## config.mk

```make
export PLATFORM = sky130hd
export DESIGN_NAME = bfa_word_unit
export DESIGN_NICKNAME = d
export VERILOG_FILES = /design/src/rtl/bfa_pkg.sv /design/src/rtl/bfa_word_unit.sv
export SDC_FILE = /design/constraint.sdc
export NUM_CORES = 1
export LEC_CHECK = 0
export BUFFER_PORTS_ARGS = -buffer_cell sky130_fd_sc_hd__buf_2
export CORE_ASPECT_RATIO = 1.1
export CORE_MARGIN = 2
export CORE_UTILIZATION = 41
export DETAILED_ROUTE_END_ITERATION = 10
export PLACE_DENSITY_LB_ADDON = 0.15
export SYNTH_ARGS = -nofsm -noshare
export SYNTH_HDL_FRONTEND = slang
export SYNTH_SLANG_ARGS = --single-unit
```

## constraint.sdc

```tcl
create_clock -name vclk -period 4.87
set_input_delay 0.974 -clock vclk [all_inputs]
set_output_delay 0.974 -clock vclk [all_outputs]
set_load 0.01 [all_outputs]
```

## src/rtl/bfa_pkg.sv

```systemverilog
// Shared constants, codes and types for the bitmap first-free allocator.
package bfa_pkg;

   // Default sizing of the bitmap
   localparam int ENTRIES_DEF   = 8192;
   localparam int WORD_BITS_DEF = 32;

   // Fixed field widths of the request, response and CSR
   localparam int FIELD_W  = 14;
   localparam int STATUS_W = 2;

   // Entry limit after reset
   localparam logic [FIELD_W-1:0] LIMIT_RESET = FIELD_W'(8192);

   // Request actions
   localparam logic ACT_ALLOC = 1'b0;
   localparam logic ACT_FREE  = 1'b1;

   // Response status codes
   typedef enum logic [STATUS_W-1:0] {
      ST_OK           = 2'd0,
      ST_FULL         = 2'd1,
      ST_RANGE        = 2'd2,
      ST_ALREADY_FREE = 2'd3
   } status_type;

   // Flags from the word unit to the sequencer
   typedef struct packed {
      logic hit;       // a usable clear bit exists in the word
      logic bit_set;   // selected bit is currently set
   } word_stat_type;

endpackage

```

## src/rtl/bfa_word_unit.sv

```systemverilog
// Shared word unit: first usable clear bit, bit test, set and clear of one bitmap word.
module bfa_word_unit import bfa_pkg::*; #(
   parameter int WORD_BITS = WORD_BITS_DEF,
   parameter int LIM_W     = $clog2(ENTRIES_DEF + 1)
) (
   input  logic [WORD_BITS-1:0]         word_data,
   input  logic [LIM_W-1:0]             avail,      // entries left from word base to limit
   input  logic [$clog2(WORD_BITS)-1:0] bit_sel,
   output word_stat_type                stat,
   output logic [$clog2(WORD_BITS)-1:0] ffz_idx,
   output logic [WORD_BITS-1:0]         set_word,
   output logic [WORD_BITS-1:0]         clr_word
);

   localparam int BIT_W = $clog2(WORD_BITS);

   logic             hit;
   logic [BIT_W-1:0] idx;

   // Priority search for the lowest clear bit below the limit
   always_comb begin
      hit = 1'b0;
      idx = '0;
      for (int j = WORD_BITS - 1; j >= 0; j--) begin
         if (!word_data[j] && (32'(avail) > 32'(j))) begin
            hit = 1'b1;
            idx = BIT_W'(j);
         end
      end
   end

   assign ffz_idx      = idx;
   assign stat.hit     = hit;
   assign stat.bit_set = word_data[bit_sel];
   assign set_word     = word_data | (WORD_BITS'(1) << idx);
   assign clr_word     = word_data & ~(WORD_BITS'(1) << bit_sel);

endmodule

```

## After elaboration in Yosys (flattened, before gate mapping)

Cells that the tools add are included.

| storage, ports and cells | value |
|---|---|
| register bits after elaboration | 0 |
| bits of input ports | 51 |
| output and inout bits | 71 |
| logic and storage cells | 168 |

| operators by class | value |
|---|---|
| order comparisons | 33 |
| shift operators | 2 |
| multiplexer cells | 66 |
| bitwise gates (word level) | 3 |
| reductions and logical operators | 64 |

Operators by type and width:

| cell | number |
|---|---|
| $gt A14 B5 Y1 const B | 16 |
| $mux W5 | 32 |
| $gt A14 B4 Y1 const B | 8 |
| $shl A1 B5 Y32 const A | 2 |
| $gt A14 B3 Y1 const B | 4 |
| $mux W1 | 33 |
| $and A32 B32 Y32 | 1 |
| $logic_and A1 B1 Y1 | 32 |
| $logic_not A1 Y1 | 32 |
| $not A32 Y32 | 1 |
| $or A32 B32 Y32 | 1 |
| $gt A14 B1 Y1 const B | 2 |
| $gt A14 B2 Y1 const B | 2 |
| $lt A5 B6 Y1 const B | 1 |
| $bmux W1 S5 | 1 |

## Logic depth before layout (Yosys ltp)

Gate-level depths: netlist of the first run.

| depth | value |
|---|---|
| depth after elaboration | 36 |
| gate-level depth with buffers | 12 |
| depth with buffers taken out | 9 |

## Worst setup path before layout of the first run

No wires, ideal clock.

| path | value |
|---|---|
| path type | input to output |
| from | in avail[5] |
| to | out set_word[13] |
| data arrival time | 3.284 ns |
| data required time | 3.896 ns |
| setup slack | 0.612 ns |
| stages on the path | 10 |
| buffers on the path | 2 |
| cells stage by stage | buf_2 > nor4_4 > and3_4 > a21oi_2 > a221oi_2 > nor3_1 > or4b_4 > and3_4 > buf_6 > o41ai_2 |

| on the way | value |
|---|---|
| longest elaborated chain between the ends | 36 |
| elaborated cells on any way between the ends | 98 |
| classes of those cells | order compare (32); shift (1); mux (32); bitwise (1); reduce/logical (32) |

RTL lines:

| element | RTL line | source |
|---|---|---|
| start: declaration | bfa_word_unit.sv:7 | `input logic [LIM_W-1:0] avail,` |
| $gt A14 B5 Y1 | bfa_word_unit.sv:25 | `if (!word_data[j] && (32'(avail) > 32'(j))) begin` |
| $logic_and A1 B1 Y1 | bfa_word_unit.sv:25 |  |
| $mux W5 (31 in series) | bfa_word_unit.sv:25 |  |
| $mux W5 (*) | bfa_word_unit.sv:25 |  |
| $shl A1 B5 Y32 (*) | bfa_word_unit.sv:35 | `assign set_word = word_data \| (WORD_BITS'(1) << idx);` |
| $or A32 B32 Y32 (*) | bfa_word_unit.sv:35 |  |
| end: declaration | bfa_word_unit.sv:11 | `output logic [WORD_BITS-1:0] set_word,` |

Mark *: on every way between the ends. The rest lies on a longest branch, timed or not.

## Worst setup path after layout of the first run

| path | value |
|---|---|
| from | in avail[8] |
| to | out set_word[27] |

Same word-level chain as after synthesis.

==> flow_summary.json, run 1 <==
{
  "areaGrowthSynthToFinish_pct": 29.36,
  "power_uw": 254.9,
  "placed_area_mm2": 0.003020,
  "grt_max_degree": 21,
  "stdcell_count": 527,
  "viasPerCell": 6.249,
  "synthesis.instances": 344,
  "seq_cells": 0,
  "drc": 0,
  "final_cell_area_mm2": 0.003070,
  "hold_depth": 4,
  "critPathKind": "in -> out",
  "cp_max_fo": 7,
  "synth_area_mm2": 0.002374,
  "status": "completed",
  "holdPathEnd": "set_word[7]",
  "syn_nets": 395,
  "avgSynthCellArea_um2": 6.900,
  "switchingPower_uw": 155.8,
  "setup_violations": 0,
  "critPathArrivalTime_ns": 3.74,
  "die_w_um": 76.55,
  "initial_core_util_pct": 41.66,
  "dieArea_mm2": 0.006414,
  "required_ns": 3.90,
  "switching_share_pct": 61.14,
  "std_cell_rows": 29,
  "seqPwrFrac_pct": 0,
  "path_cells": "buf_2, nor4_4, buf_4, and4_1, a21oi_1, nor3_1, or4b_4, a41oi_2, a31o_2, buf_2",
  "startpoint_type": "input pin",
  "nets": 503,
  "worst_path_most_repeated_cell": "buf_2",
  "worst_setup_path_end_kind": "primary output",
  "place_inst": 527,
  "dr.pass1.iters": 5,
  "peakVddDrop_uv": 37.98,
  "grt_pass1_vias": 3061,
  "min_from": "word_data[7]",
  "intPower_uw": 99.05,
  "ant_nets": 0,
  "ys_warn_count": 0,
  "pwr-share-clk_pct": 0,
  "gp_congestion": 0.9584,
  "drt_wl_total_um": 10250,
  "multi_input_area_mm2": 0.002192,
  "grt_pass1_wl_um": 16300,
  "most-common-layout-cells": "buf_2, nor2_1, a21oi_1, inv_1, nand2_1",
  "final_core_util_pct": 53.90,
  "drt_iter0_drc": 248,
  "die_height_um": 83.80,
  "layout_commonest_cell": "buf_2",
  "hold_viol": 0,
  "hold_class": "in -> out",
  "wl_per_cell_um": 19.45,
  "cp_slowest_stage_delay_ns": 0.56,
  "numPortBuffers": 121,
  "ys_types": 74,
  "slowest_stage": "or4b_4",
  "fmax_mhz": 211.9,
  "ios": 122,
  "grt_overflow_total": 0,
  "min_period_ns": 4.719,
  "period_share_pct": 96.90,
  "dp_slack_ns": 0.1021,
  "core-area_mm2": 0.005697,
  "drv_cap": 0,
  "cellPowerDensity_mw_per_mm2": 83.01,
  "hpwlAfterDp_um": 8464,
  "diodes": 0,
  "post-route-worst-setup-slack_ns": 0.1510,
  "nClkBuffers": 0,
  "antenna_found_initial": 0,
  "grtUsageTotal_pct": 30.79,
  "nFillCells": 600,
  "combPwrFrac_pct": 100.0,
  "power_leakage_uw": 0.001320,
  "regArea_um2": 0,
  "drive_above_1_share_pct": 40.22,
  "ys_seq_area_share_pct": 0,
  "vias": 3293,
  "slew_violations": 0
}
metrics by stage:
step                      setup TNS [ns]  hold slack, ns
final                                  0           2.276
after detailed placement               0           2.276
after floorplan                        0           2.043
after CTS                              0           2.275
after global routing           -0.003983           2.302
after global placement                 0           2.275
metal layers:
metal,track usage [%],vias to the layer above,part of all wire (%),wire (um)
li1,-,1560,-,-
met1,42.61,1555,42,4336
met2,51.49,158,48,4960
met3,2.489,20,6.9,709
met4,8.099,0,2.4,242
met5,0,-,0,0
final cells by class:
cell class / instances / area share, %
Tap cell: 77 / 3.138
Timing Repair Buffer: 131 / 22.17
Inverter: 27 / 3.301
Multi-Input combinational cell: 292 / 71.39
repair_timing:
| item | in CTS | in global routing |
|---|---|---|
| buffers inserted | 0 | 0 |
| hold buffers | 0 | 0 |
| gates resized for setup | 0 | 9 |
| setup endpoints to repair | 0 | 15 |
Yosys cell counts (4+ instances only):
cell	number	share of area, %
o31ai_1	7	2.2
nand4_1	8	2.1
and2_1	4	1.1
nand2_1	19	3.0
a31oi_1	7	1.8
a21boi_0	11	3.5
o211ai_1	5	1.6
nand3b_1	4	1.3
buf_2	11	2.3
a21o_1	6	1.9
o21a_1	5	1.6
o41ai_1	8	3.0
a31o_2	6	2.2
nor2_1	44	7.0
nor3b_1	9	2.8
o41ai_2	7	4.8
mux4_2	10	9.5
and3_1	4	1.1
nand2b_1	4	1.1
nor2b_1	6	1.6
o21ai_0	5	1.1
nor3_1	12	2.5
inv_1	26	4.1
a21oi_1	28	5.9
nand3_1	10	2.1
clkbuf_1	7	1.1
nor4_1	4	1.1
worst max-delay path, delay by kind of cell:
family                 cells  cell delay (ns)
buffers and inverters      3             0.44
AO/OA/AOI/OAI              3             0.81
AND/OR/NAND/NOR            4             1.50
how the worst max path moves through the flow:
stage	slack (ns)	endpoint	startpoint	cells after the start
after floorplan	0.61	set_word[13]	avail[5]	10
after global placement	0.09	set_word[22]	avail[1]	9
after detailed placement	0.10	set_word[22]	avail[8]	10
after CTS	0.09	set_word[22]	avail[8]	9
after global routing	-0.002	set_word[20]	avail[8]	11
final	0.15	set_word[27]	avail[8]	10
kinds of logic after synthesis:
kind of cell / Yosys count / share of synthesized area, %
and+or+nand+nor: 153 / 37.80
AOI/OAI and AO/OA: 126 / 41.91
buffers and inverters: 52 / 9.752
muxes: 11 / 9.963
adders and majority gates: 1 / 0.4217
other: 1 / 0.1580
power by group through the flow:
stage	Combinational, uW	Clock, uW	Sequential (uW)
after floorplan	149	0	0
final	255	0	0
after CTS	248	0	0
after global placement	247	0	0
after detailed placement	247	0	0
after global routing	274	0	0
Power figures use the tool's default switching activity.
==> run 2: changes to the inputs <==
clock period = 5.05 ns   (was 4.87 ns; I/O delays follow)
==> run 2 against run 1 <==
  * Utilization decreased by 1.5 points
  * Worst setup slack better by 0.074 ns
  * Highest routed layer unchanged
  * Combinational power fell by 5%
  * Global-route usage down 0.88 points
  * Count of clock-buffer cells in the layout did not move
  * Sequential cell count unchanged
  * Final area decreased by 2.9%
  * Critical endpoint is now set_word[11]
  * Die area unchanged
  * Largest power group unchanged
  * Via count grew 0.43%
  * First-iteration DRC count increased by 18%
  * Critical path depth did not move
==> flow_summary.json, run 2 (synthesized netlist as in run 1, its figures left out) <==
{
  "status": "completed",
  "period_share_pct": 95.55,
  "fmax_mhz": 207.2,
  "most-common-layout-cells": "buf_2, nor2_1, a21oi_1, inv_1, nand2_1",
  "grt_max_degree": 21,
  "cellPowerDensity_mw_per_mm2": 81.22,
  "stdcell_count": 521,
  "drv_cap": 0,
  "startpoint_type": "input pin",
  "layout_commonest_cell": "buf_2",
  "drt_iter0_drc": 293,
  "core-area_mm2": 0.005697,
  "numPortBuffers": 121,
  "dr.pass1.iters": 7,
  "cp_slowest_stage_delay_ns": 0.57,
  "drt_wl_total_um": 10080,
  "place_inst": 521,
  "placed_area_mm2": 0.002975,
  "worst_path_most_repeated_cell": "buf_2",
  "grtUsageTotal_pct": 29.91,
  "antenna_found_initial": 0,
  "drc": 0,
  "drive_above_1_share_pct": 38.29,
  "nClkBuffers": 0,
  "die_w_um": 76.55,
  "grt_overflow_total": 0,
  "slowest_stage": "or4b_4",
  "slew_headroom_pct": 64.41,
  "setup_tns_ns": 0,
  "peakVddDrop_uv": 39.76,
  "critPathTopFamily": "simple AND/OR/NAND/NOR gates",
  "std_cell_rows": 29,
  "critPathBufInv": 3,
  "hold_viol": 0,
  "ios": 122,
  "slew_violations": 0,
  "path_cells": "buf_2, inv_1, nor4_1, a221oi_1, a221oi_2, nor3_1, or4b_4, a41oi_2, a31o_1, buf_2",
  "dieArea_mm2": 0.006414,
  "grt_pass1_wl_um": 15770,
  "ant_nets": 0,
  "rsz0062_at_grt": "false",
  "hold_class": "in -> out",
  "power_leakage_uw": 0.001283,
  "nets": 497,
  "gp_congestion": 1.016,
  "min_period_ns": 4.825,
  "critPathArrivalTime_ns": 3.82,
  "cp_max_fo": 19,
  "vias": 3307,
  "cts-hold-fix-buffers": 0,
  "setup_violations": 0,
  "die_height_um": 83.80,
  "worst_setup_path_end_kind": "primary output",
  "viasPerCell": 6.347,
  "grt_pass1_vias": 3023,
  "worstMarginPinSlew_ns": 0.5295,
  "regArea_um2": 0,
  "areaGrowthSynthToFinish_pct": 25.67,
  "final_cell_area_mm2": 0.002983,
  "wl_per_cell_um": 19.35,
  "hpwlAfterDp_um": 8246,
  "initial_core_util_pct": 41.66,
  "critPathKind": "in -> out",
  "diodes": 0,
  "required_ns": 4.04,
  "power_uw": 242.3,
  "seq_cells": 0
}
==> run 2: report_power, final <==
part,leakage [uW],total (uW),switching [uW],internal (uW)
sequential,0,0,0,0
clock,0,0,0,0
combinational,0.00128,242,149,93.4
total,0.00128,242,149,93.4
==> run 2: area by class of cell <==
type	instances	area (um^2)
Inverter	27	101.3
Multi-Input combinational cell	292	2150
Fill cell	619	2714
Timing Repair Buffer	125	635.6
Tap cell	77	96.34
==> run 2: routing by layer <==
layer	routed length, um	track usage (%)	part of all wire, %	up-vias
li1	-	-	-	1547
met1	4385	41.38	44	1568
met2	4722	49.88	47	165
met3	683	2.597	6.8	27
met4	289	7.934	2.9	0
met5	0	0	0	-
==> run 2: what timing repair did <==
item,CTS,global route
setup endpoints to repair,0,6
buffers inserted,0,0
resized for setup,0,2
==> run 2: worst paths after layout <==
check | startpoint | to | slack, ns | cells past startpoint
worst max-delay path | avail[3] | set_word[11] | 0.22 | 10
worst min-delay path | word_data[7] | set_word[7] | 2.35 | 4
==> run 2: stage by stage <==
stage	utilization (%)	hold WS [ns]	worst slack (ns)
floorplan	-	2.115	0.7203
global placement	52.23	2.352	0.2843
detailed placement	52.23	2.348	0.2076
CTS	52.23	2.348	0.2000
global route	52.36	2.375	0.008132
finish	52.36	2.350	0.2248
==> run 3: changes to the inputs <==
ABC_CLOCK_PERIOD_IN_PS = 5050   (was default)
CORE_ASPECT_RATIO = default   (was 1.1)
==> run 3 against run 2 <==
  * Sequential cell count did not move
  * Utilization rose by 1.7 points
  * Critical path depth unchanged
  * Sequential share of layout area is the same
  * Global-route usage rose by 1.7 points
  * Routed wire length is 2.4% higher
  * Worst setup slack worse by 0.063 ns
  * Critical path type unchanged
  * Cell count is 0.58% lower
  * Non-clock buffer count grew 2
  * Via count is 1.3% higher
==> flow_summary.json, run 3 (synthesized netlist as in run 1, its figures left out) <==
{
  "setup_violations": 0,
  "critPathArrivalTime_ns": 3.88,
  "hpwlAfterDp_um": 8357,
  "dp_slack_ns": 0.1214,
  "layout_commonest_cell": "buf_2",
  "switchingPower_uw": 149.9,
  "ios": 122,
  "required_ns": 4.04,
  "grt_overflow_total": 0,
  "nClkBuffers": 0,
  "worstMarginPinSlew_ns": 0.6027,
  "worst_path_most_repeated_cell": "nor3_1",
  "seq_cells": 0,
  "intPower_uw": 94.02,
  "die_height_um": 80.09,
  "nets": 499,
  "stdcell_count": 518,
  "final_core_util_pct": 54.11,
  "fmax_mhz": 204.6,
  "path_cells": "buf_2, nor3_1, o2111a_1, nor3_1, nor3_1, a21oi_1, o21ai_2, nand4_1, o41ai_1, buf_2",
  "most-common-layout-cells": "buf_2, nor2_1, a21oi_1, inv_1, nand2_1",
  "regArea_um2": 0,
  "grt_max_degree": 21,
  "core-area_mm2": 0.005540,
  "slew_headroom_pct": 59.51,
  "hold_viol": 0,
  "critPathKind": "in -> out",
  "pwr-share-clk_pct": 0,
  "dieArea_mm2": 0.006414,
  "drt_iter0_drc": 368,
  "slew_violations": 0,
  "cp_slowest_stage_delay_ns": 0.56,
  "cp_max_fo": 19,
  "ant_nets": 0,
  "place_inst": 518,
  "grt_pass1_wl_um": 16100,
  "cts-hold-fix-buffers": 0,
  "diodes": 0,
  "switching_share_pct": 61.45,
  "startpoint_type": "input pin",
  "areaGrowthSynthToFinish_pct": 26.30,
  "setup_tns_ns": 0,
  "antenna_found_initial": 0,
  "gp_congestion": 0.9859,
  "dr.pass1.iters": 5,
  "combPwrFrac_pct": 100.0,
  "wl_per_cell_um": 19.92,
  "peakVddDrop_uv": 49.13,
  "worst_setup_path_end_kind": "primary output",
  "hold_class": "in -> out",
  "viasPerCell": 6.467,
  "initial_core_util_pct": 42.84,
  "slowest_stage": "nor3_1",
  "drive_above_1_share_pct": 38.79,
  "vias": 3350,
  "power_uw": 243.9,
  "post-route-worst-setup-slack_ns": 0.1616,
  "rsz0062_at_grt": "false",
  "period_share_pct": 96.80,
  "cts_setup_buffers": 0,
  "status": "completed",
  "min_period_ns": 4.888,
  "die_w_um": 80.09,
  "grt_pass1_vias": 3068,
  "numPortBuffers": 121,
  "power_leakage_uw": 0.001295,
  "cellPowerDensity_mw_per_mm2": 81.36,
  "seqPwrFrac_pct": 0,
  "drc": 0,
  "drv_cap": 0,
  "grtUsageTotal_pct": 31.56,
  "std_cell_rows": 27,
  "drt_wl_total_um": 10320,
  "ctsResizeCount": 0
}
-- run 3: cell count changes in the layout (fill, tap and decap cells not counted), sizes merged --
cell	delta
buf	+2
-- run 3: worst paths after layout --
| check | cells after the start | from | to |
|---|---|---|---|
| worst min-delay path | 3 | word_data[9] | set_word[9] |
| worst max-delay path | 10 | avail[3] | set_word[12] |
-- run 3: through the flow --
step           hold slack, ns  area [um^2]
2_1_floorplan           2.115         2374
3_3_place_gp            2.353         2984
3_5_place_dp            2.352         2984
4_1_cts                 2.352         2984
5_1_grt                 2.389         2998
6_report                2.355         2998
-- run 3: layout make-up --
class                      count  area (um^2)
tap                           72        90.09
timing repair buffer         127        650.6
fill                         570         2542
inverter                      27        101.3
multi-input combinational    292         2156
-- run 3: power groups by stage --
stage / Sequential [uW] / Clock, uW / Combinational (uW)
after floorplan: 0 / 0 / 144
after global placement: 0 / 0 / 238
after detailed placement: 0 / 0 / 238
after CTS: 0 / 0 / 239
after global routing: 0 / 0 / 263
final: 0 / 0 / 244
-- run 3: routing by layer --
metal | vias up | routed length (um) | track usage (%)
li1 | 1554 | - | -
met1 | 1527 | 4183 | 43.34
met2 | 251 | 4833 | 53.58
met3 | 18 | 1108 | 2.809
met4 | 0 | 192 | 6.780
met5 | - | 0 | 0
-- run 3: critical path, delay by kind of cell --
kind / cells / cell delay, ns
buffers and inverters: 2 / 0.44
and+or+nand+nor: 4 / 1.15
AOI/OAI and AO/OA: 4 / 1.28
